File: config.mk
export PLATFORM = sky130hd
export DESIGN_NAME = yuv_to_rgb_pixel_flat
export DESIGN_NICKNAME = d
export VERILOG_FILES = /design/src/sv/yuv2rgb_pkg.sv /design/src/sv/yuv2rgb_if.sv /design/src/sv/yuv_to_rgb_pixel.sv /design/src/flat_wrapper.sv
export SDC_FILE = /design/constraint.sdc
export NUM_CORES = 1
export LEC_CHECK = 0
export BUFFER_PORTS_ARGS = -buffer_cell sky130_fd_sc_hd__buf_4
export CORE_AREA = 2 2 335 337
export CTS_CLUSTER_SIZE = 14
export DETAILED_ROUTE_END_ITERATION = 16
export DIE_AREA = 0 0 337 339
export HOLD_SLACK_MARGIN = 0.06
export PLACE_DENSITY_LB_ADDON = 0.1
export SLEW_MARGIN = 10
export SYNTH_ARGS = -nofsm -noshare
export SYNTH_HDL_FRONTEND = slang
export SYNTH_SLANG_ARGS = --single-unit
File: constraint.sdc
create_clock -name clk -period 18.8 [get_ports clk]
set_clock_uncertainty 0.05 [all_clocks]
set_input_delay 3.76 -clock clk [delete_from_list [all_inputs] [get_ports clk]]
set_output_delay 3.76 -clock clk [all_outputs]
set_load 0.05 [all_outputs]
File: src/sv/yuv2rgb_pkg.sv
`timescale 1ns / 1ps

package yuv2rgb_pkg;

  typedef logic [7:0] sample_t;

  localparam int K_W = 18;
  localparam int P_W = 27;
  localparam int T_W = 12;
  localparam int M_W = 30;
  localparam int FRAC_BITS = 16;

  typedef logic signed [P_W-1:0] prod_t;
  typedef logic signed [T_W-1:0] tval_t;
  typedef logic signed [M_W-1:0] gain_t;

  localparam logic signed [K_W-1:0] K_V_TO_R = 18'sd89858;
  localparam logic signed [K_W-1:0] K_V_TO_G = -18'sd45773;
  localparam logic signed [K_W-1:0] K_U_TO_G = -18'sd22014;
  localparam logic signed [K_W-1:0] K_U_TO_B = 18'sd113618;
  localparam logic signed [K_W-1:0] K_Y_GAIN = 18'sd76283;
  localparam logic signed [K_W-1:0] ONE_HALF = 18'sd32768;

  localparam logic signed [8:0]     CHROMA_ZERO = 9'sd128;
  localparam logic signed [T_W-1:0] LUMA_FLOOR  = 12'sd16;
  localparam logic signed [M_W-1:0] CHAN_MAX    = 30'sd255;

  function automatic logic signed [8:0] centre(sample_t c);
    return $signed({1'b0, c}) - CHROMA_ZERO;
  endfunction

  function automatic prod_t chroma_mul(logic signed [8:0] c, logic signed [K_W-1:0] k);
    return P_W'(c) * P_W'(k);
  endfunction

  // round the chroma term to an integer offset and add luma
  function automatic tval_t add_luma(sample_t y, prod_t p);
    prod_t s;
    s = (p + P_W'(ONE_HALF)) >>> FRAC_BITS;
    return T_W'(s) + T_W'($signed({1'b0, y}));
  endfunction

  function automatic gain_t luma_gain(tval_t t);
    tval_t d;
    d = t - LUMA_FLOOR;
    return M_W'(d) * M_W'(K_Y_GAIN);
  endfunction

  function automatic sample_t round_clamp(gain_t m);
    gain_t j;
    j = (m + M_W'(ONE_HALF)) >>> FRAC_BITS;
    if (j[M_W-1]) begin
      return 8'd0;
    end else if (j > CHAN_MAX) begin
      return 8'd255;
    end else begin
      return j[7:0];
    end
  endfunction

endpackage

File: src/sv/yuv2rgb_if.sv
`timescale 1ns / 1ps

interface yuv2rgb_in_if;
  logic                 valid;
  logic                 ready;
  yuv2rgb_pkg::sample_t luma;
  yuv2rgb_pkg::sample_t chroma_blue;
  yuv2rgb_pkg::sample_t chroma_red;

  modport source (output valid, output luma, output chroma_blue, output chroma_red,
                  input ready);
  modport sink   (input valid, input luma, input chroma_blue, input chroma_red,
                  output ready);
endinterface

interface yuv2rgb_out_if;
  logic                 valid;
  logic                 ready;
  yuv2rgb_pkg::sample_t red;
  yuv2rgb_pkg::sample_t green;
  yuv2rgb_pkg::sample_t blue;

  modport source (output valid, output red, output green, output blue, input ready);
  modport sink   (input valid, input red, input green, input blue, output ready);
endinterface

File: src/sv/yuv_to_rgb_pixel.sv
// yuv_to_rgb_pixel: BT.601 Y'CbCr to 8-bit RGB converter, 16.16 fixed point.
// in_word  (sink)   : one luma / chroma_blue / chroma_red word per handshake,
//                     taken at a rising edge with valid and ready both high.
// out_word (source) : one red / green / blue word for every input word,
//                     in the order the inputs were taken.
// Pipeline of four register stages: chroma multiplies, rounding plus luma add,
// luma gain multiply, rounding and clamp into the output register.
// Each word moves through the stages in order and is shown from the output register.
// Throughput: one word per clock while out_word.ready stays high; every
// product has its own multiplier in its stage, so every cycle can carry a word.
// When the receiver stalls, the output register holds its word and each stage
// keeps its word until the stage after it frees up; empty stages still fill,
// so in_word.ready drops only once all four stages hold a word.
// Reset (rst_n low, synchronous) empties the pipeline; no word is in flight
// afterwards and out_word.valid is low.
`timescale 1ns / 1ps

module yuv_to_rgb_pixel (
  input  logic         clk,
  input  logic         rst_n,
  yuv2rgb_in_if.sink   in_word,
  yuv2rgb_out_if.source out_word
);

  logic v1_r, v2_r, v3_r, v4_r;
  logic en1, en2, en3, en4;

  // stage 1: chroma products
  yuv2rgb_pkg::sample_t y1_r;
  yuv2rgb_pkg::prod_t   pr1_r, pgv1_r, pgu1_r, pb1_r;
  // stage 2: luma plus offset
  yuv2rgb_pkg::tval_t   tr2_r, tg2_r, tb2_r;
  // stage 3: luma gain products
  yuv2rgb_pkg::gain_t   mr3_r, mg3_r, mb3_r;
  // stage 4: output word
  yuv2rgb_pkg::sample_t r4_r, g4_r, b4_r;

  assign en4 = !v4_r || out_word.ready;
  assign en3 = !v3_r || en4;
  assign en2 = !v2_r || en3;
  assign en1 = !v1_r || en2;

  assign in_word.ready = en1;

  always_ff @(posedge clk) begin
    if (!rst_n) begin
      v1_r <= 1'b0;
      v2_r <= 1'b0;
      v3_r <= 1'b0;
      v4_r <= 1'b0;
    end else begin
      if (en1) v1_r <= in_word.valid;
      if (en2) v2_r <= v1_r;
      if (en3) v3_r <= v2_r;
      if (en4) v4_r <= v3_r;
    end
  end

  always_ff @(posedge clk) begin
    if (en1) begin
      y1_r   <= in_word.luma;
      pr1_r  <= yuv2rgb_pkg::chroma_mul(yuv2rgb_pkg::centre(in_word.chroma_red),
                                        yuv2rgb_pkg::K_V_TO_R);
      pgv1_r <= yuv2rgb_pkg::chroma_mul(yuv2rgb_pkg::centre(in_word.chroma_red),
                                        yuv2rgb_pkg::K_V_TO_G);
      pgu1_r <= yuv2rgb_pkg::chroma_mul(yuv2rgb_pkg::centre(in_word.chroma_blue),
                                        yuv2rgb_pkg::K_U_TO_G);
      pb1_r  <= yuv2rgb_pkg::chroma_mul(yuv2rgb_pkg::centre(in_word.chroma_blue),
                                        yuv2rgb_pkg::K_U_TO_B);
    end
    if (en2) begin
      tr2_r <= yuv2rgb_pkg::add_luma(y1_r, pr1_r);
      tg2_r <= yuv2rgb_pkg::add_luma(y1_r, pgv1_r + pgu1_r);
      tb2_r <= yuv2rgb_pkg::add_luma(y1_r, pb1_r);
    end
    if (en3) begin
      mr3_r <= yuv2rgb_pkg::luma_gain(tr2_r);
      mg3_r <= yuv2rgb_pkg::luma_gain(tg2_r);
      mb3_r <= yuv2rgb_pkg::luma_gain(tb2_r);
    end
    if (en4) begin
      r4_r <= yuv2rgb_pkg::round_clamp(mr3_r);
      g4_r <= yuv2rgb_pkg::round_clamp(mg3_r);
      b4_r <= yuv2rgb_pkg::round_clamp(mb3_r);
    end
  end

  assign out_word.valid = v4_r;
  assign out_word.red   = r4_r;
  assign out_word.green = g4_r;
  assign out_word.blue  = b4_r;

endmodule

File: src/flat_wrapper.sv
// flat-port wrapper written by rule: the top's interface ports become plain ports
module yuv_to_rgb_pixel_flat 
  (clk, rst_n, in_word_valid, in_word_luma, in_word_chroma_blue, in_word_chroma_red, in_word_ready, out_word_valid, out_word_red, out_word_green, out_word_blue, out_word_ready);
  yuv2rgb_in_if in_word_i ();
  yuv2rgb_out_if out_word_i ();
  input  logic clk;
  input  logic rst_n;
  input wire logic [$bits(in_word_i.valid)-1:0] in_word_valid;
  input wire logic [$bits(in_word_i.luma)-1:0] in_word_luma;
  input wire logic [$bits(in_word_i.chroma_blue)-1:0] in_word_chroma_blue;
  input wire logic [$bits(in_word_i.chroma_red)-1:0] in_word_chroma_red;
  output wire logic [$bits(in_word_i.ready)-1:0] in_word_ready;
  output wire logic [$bits(out_word_i.valid)-1:0] out_word_valid;
  output wire logic [$bits(out_word_i.red)-1:0] out_word_red;
  output wire logic [$bits(out_word_i.green)-1:0] out_word_green;
  output wire logic [$bits(out_word_i.blue)-1:0] out_word_blue;
  input wire logic [$bits(out_word_i.ready)-1:0] out_word_ready;
  assign in_word_i.valid = in_word_valid;
  assign in_word_i.luma = in_word_luma;
  assign in_word_i.chroma_blue = in_word_chroma_blue;
  assign in_word_i.chroma_red = in_word_chroma_red;
  assign in_word_ready = in_word_i.ready;
  assign out_word_valid = out_word_i.valid;
  assign out_word_red = out_word_i.red;
  assign out_word_green = out_word_i.green;
  assign out_word_blue = out_word_i.blue;
  assign out_word_i.ready = out_word_ready;
  yuv_to_rgb_pixel u_core (.clk(clk), .rst_n(rst_n), .in_word(in_word_i), .out_word(out_word_i));
endmodule
==> results.py <==
metrics = {
    "hold_path": {
        "launch_instance_of_the_worst_min_delay_path": "u_core.v2_r$_SDFFE_PN0P_",
        "hold_path.class": "reg2reg",
        "holdPathEnd": "u_core.v3_r$_SDFFE_PN0P_",
        "worstHoldPathCells": 2,
    },
    "cts": {
        "post_cts_buffers": 0,
        "ctsHoldBuffers": 0,
        "cts_tree": "built",
        "cts.reportedPaths.clkPinSlew_ps": 80,
        "clock_root_cell": "sky130_fd_sc_hd__clkbuf_16",
        "worstSkewPairLatency_ps": 490,
        "cts_sinks": 190,
        "cts.repair.resized": 0,
        "cts-buffers-inserted": 17,
        "cts.path.max_buffers": 2,
        "number_of_levels_in_the_clock_h_tree": 4,
    },
    "critical_path": {
        "cp.arrival_ps": 5030,
        "regToRegSetupSlack_ps": 10900,
        "worstPathBufferInverterCount": 2,
        "crit_path_top_delay_cell": "sky130_fd_sc_hd__and3_1",
        "cp.required_ps": 14990,
        "critPathTopFamily": "simple AND/OR/NAND/NOR gates",
        "crit_fanout": 18,
        "critical_path.reg2reg.startpoint": "u_core.tb2_r[4]$_DFFE_PP_",
        "worst_r2r_endpoint": "u_core.mb3_r[29]$_DFFE_PP_",
        "crit_path_start_kind": "input pin",
        "critical_path.most_common_cell": "sky130_fd_sc_hd__buf_4",
        "crit_path_cell_trace": "buf_4, nor2b_1, and3_1, nand2_4, buf_4",
        "crit_path_max_incr_delay_ps": 330,
        "endpoint_kind": "output pin",
        "worstRegToRegCells": 22,
        "kind_of_critical_path": "in2out",
    },
    "sta": {
        "unrepaired_setup_endpoints_after_global_routing": "false",
        "final.setup.tns_ps": 0,
        "transition_at_the_pin_with_the_smallest_max_transition_slack_ps": 1082,
        "final_setup_vio_count": 0,
        "worst_slew_margin_rel_pct": 27.84,
        "report.final.hold_viol_count": 0,
        "finalCriticalPeriod_ps": 8840,
        "finalCritPeriodShare_pct": 47.02,
        "maxSlewViolCount": 0,
        "maximum_achievable_frequency_ghz": 0.1131,
    },
    "cells_and_area": {
        "seq_area_mm2": 0.005665,
        "antenna-diode-count": 0,
        "fill_cell_total_of_the_finished_layout": 11600,
        "drive_above_1_share_pct": 4.091,
        "fin_nets": 3587,
        "area_delta_synth_final_pct": 10.57,
        "multi_input_comb_area_mm2": 0.01963,
    },
    "die": {
        "core_area_mm2": 0.1104,
        "floorplan.io_pins": 54,
        "die_y_um": 339,
        "rows": 122,
        "initial_core_util_pct": 24.83,
        "die_area_mm2": 0.1142,
        "die_x_um": 337,
    },
    "global_route": {
        "grt-ovfl-total": 0,
        "grt_start_max_net_pins": 66,
        "initial_antenna_violation_count": 2,
        "gr-usage-all-layers_pct": 11.64,
        "grt_first_pass_wirelength_mm": 103.6,
        "grt_pass1_vias": 18800,
    },
    "synthesis": {
        "yosys-top-cells-area": "sky130_fd_sc_hd__ha_1, sky130_fd_sc_hd__fa_1, sky130_fd_sc_hd__edfxtp_1, sky130_fd_sc_hd__inv_1, sky130_fd_sc_hd__xnor2_1",
        "postSynthCellCount": 2555,
        "async_s_r_ff_share_synth_pct": 0,
        "warning_count_from_the_yosys_run": 0,
        "postSynth.topFlopCell": "sky130_fd_sc_hd__edfxtp_1",
        "yosysMostFrequentCell": "sky130_fd_sc_hd__ha_1",
        "seq_area_frac_synth_pct": 20.67,
        "yosys-top-cells-count": "sky130_fd_sc_hd__ha_1, sky130_fd_sc_hd__inv_1, sky130_fd_sc_hd__fa_1",
        "synth_largest_type_area_fraction_pct": 27.99,
        "synthDistinctLibCells": 66,
        "syn-cell-area_mm2": 0.02740,
        "ys_seq_elements": 190,
        "avgSynthCellArea_um2": 10.73,
        "number_of_flops_mapped_to_enable_cells_by_yosys": 186,
        "library_cell_with_the_largest_summed_area_after_synthesis": "sky130_fd_sc_hd__ha_1",
        "syn_nets": 3514,
    },
    "routing": {
        "drc": 0,
        "routed_wire_length_per_instance_um": 15.30,
        "total_number_of_vias": 16950,
        "antenna_left": 0,
        "detail_route.vias_per_cell": 4.106,
        "dr.first_iter.drc_count": 588,
        "drtPass1Iterations": 4,
        "route.final.wire_length_mm": 63.14,
    },
    "run_status": {
        "outcome": "finished, final reports clean",
    },
    "placed_design": {
        "dp.final_hpwl_mm": 55.25,
        "numPortBuffers": 53,
        "routabilityCongestion": 0.7991,
    },
    "flow_run": {
        "maxCapViolCount": 0,
    },
}
layout by cell type (no fill, tap or decap), types with 5 or more instances in the layout:
cell type                     n
sky130_fd_sc_hd__inv_1      563
sky130_fd_sc_hd__xnor2_1    130
sky130_fd_sc_hd__o21a_1      25
sky130_fd_sc_hd__a211oi_1    10
sky130_fd_sc_hd__ha_1       613
sky130_fd_sc_hd__and2_1       7
sky130_fd_sc_hd__o21bai_1    23
sky130_fd_sc_hd__xor2_1      69
sky130_fd_sc_hd__nand3_1     41
sky130_fd_sc_hd__buf_4       56
sky130_fd_sc_hd__nor3_1      29
sky130_fd_sc_hd__fa_1       318
sky130_fd_sc_hd__a21o_1      34
sky130_fd_sc_hd__a21oi_1    111
sky130_fd_sc_hd__edfxtp_1   186
sky130_fd_sc_hd__or2_2        9
sky130_fd_sc_hd__nand4_1     12
sky130_fd_sc_hd__and3_1      18
sky130_fd_sc_hd__nor4_1       8
sky130_fd_sc_hd__nand2_1     69
sky130_fd_sc_hd__o211ai_1     7
sky130_fd_sc_hd__a2111oi_0    5
sky130_fd_sc_hd__nor2b_1     28
sky130_fd_sc_hd__nand2b_1    12
sky130_fd_sc_hd__nor2_1     111
sky130_fd_sc_hd__or3_1        7
sky130_fd_sc_hd__a31oi_1      7
sky130_fd_sc_hd__clkbuf_16   17
sky130_fd_sc_hd__o21ai_0     33
sky130_fd_sc_hd__mux2i_1      5
cells by family (layout without fill, tap and decap cells):
family / Yosys count / in the layout / synth area share [%]
flops: 190 / 190 / 20.67
compound gates: 299 / 299 / 7.324
fa+ha+maj: 932 / 932 / 51.26
xor+xnor: 199 / 199 / 6.360
mux: 5 / 5 / 0.1826
simple gates: 365 / 365 / 6.456
buf+inv: 565 / 650 / 7.744
through the flow:
step | area [µm²] | hold slack (ps) | cells | utilization (%) | setup WS, ps
6_report | 30300 | 443.4 | 4128 | 27.45 | 9960
2_1_floorplan | 27400 | 400.1 | 2555 | - | 8924
4_1_cts | 30300 | 449.9 | 4128 | 27.45 | 9915
3_3_place_gp | 29690 | 410.2 | 4097 | 26.90 | 9557
3_5_place_dp | 29690 | 431.9 | 4097 | 26.90 | 9403
5_1_grt | 30300 | 468.4 | 4128 | 27.45 | 9696
worst max path at each step:
| stage | startpoint | endpoint | slack [ps] | cells past startpoint |
|---|---|---|---|---|
| 2_1_floorplan | out_word_ready | in_word_ready | 8920 | 3 |
| 3_3_place_gp | in_word_chroma_red[7] | u_core.pgv1_r[24]$_DFFE_PP_ | 9560 | 19 |
| 3_5_place_dp | in_word_chroma_blue[0] | u_core.pb1_r[26]$_DFFE_PP_ | 9400 | 17 |
| 4_1_cts | out_word_ready | in_word_ready | 9910 | 5 |
| 5_1_grt | in_word_chroma_red[7] | u_core.pgv1_r[24]$_DFFE_PP_ | 9700 | 19 |
| 6_report | out_word_ready | in_word_ready | 9960 | 5 |
layout make-up:
class                           count  share of cell area (%)
Multi-Input combinational cell   1800                   64.77
Sequential cell                   190                   18.70
Inverter                          563                   6.975
Tap cell                         1488                   6.145
Clock buffer                       17                   1.404
Timing Repair Buffer               56                   1.388
Clock inverter                     14                  0.6194
metal layers:
metal	share of wire [%]	GRT usage, %
met1	49	15.83
met2	48	19.62
met3	1.9	1.316
met4	1.5	2.809
met5	0.029	0
flip-flops by register name (all words and copies together) (netlist names), 12 cells and up:
name           count
u_core.mb3_r      15
u_core.pgu1_r     24
u_core.tr2_r      12
u_core.pr1_r      12
u_core.tb2_r      12
u_core.mr3_r      15
u_core.tg2_r      12
u_core.mg3_r      15
u_core.pb1_r      12
u_core.pgv1_r     25
worst min-delay path, delay by kind of cell (launching register included):
family,cells,cell delay [ps]
AND/OR/NAND/NOR,1,90
flip-flops,1,330
AO/OA/AOI/OAI,1,40
Power is left out: the tool's default activity adds up to more than one toggle a clock period on the data nets, which glitch-free logic cannot reach.
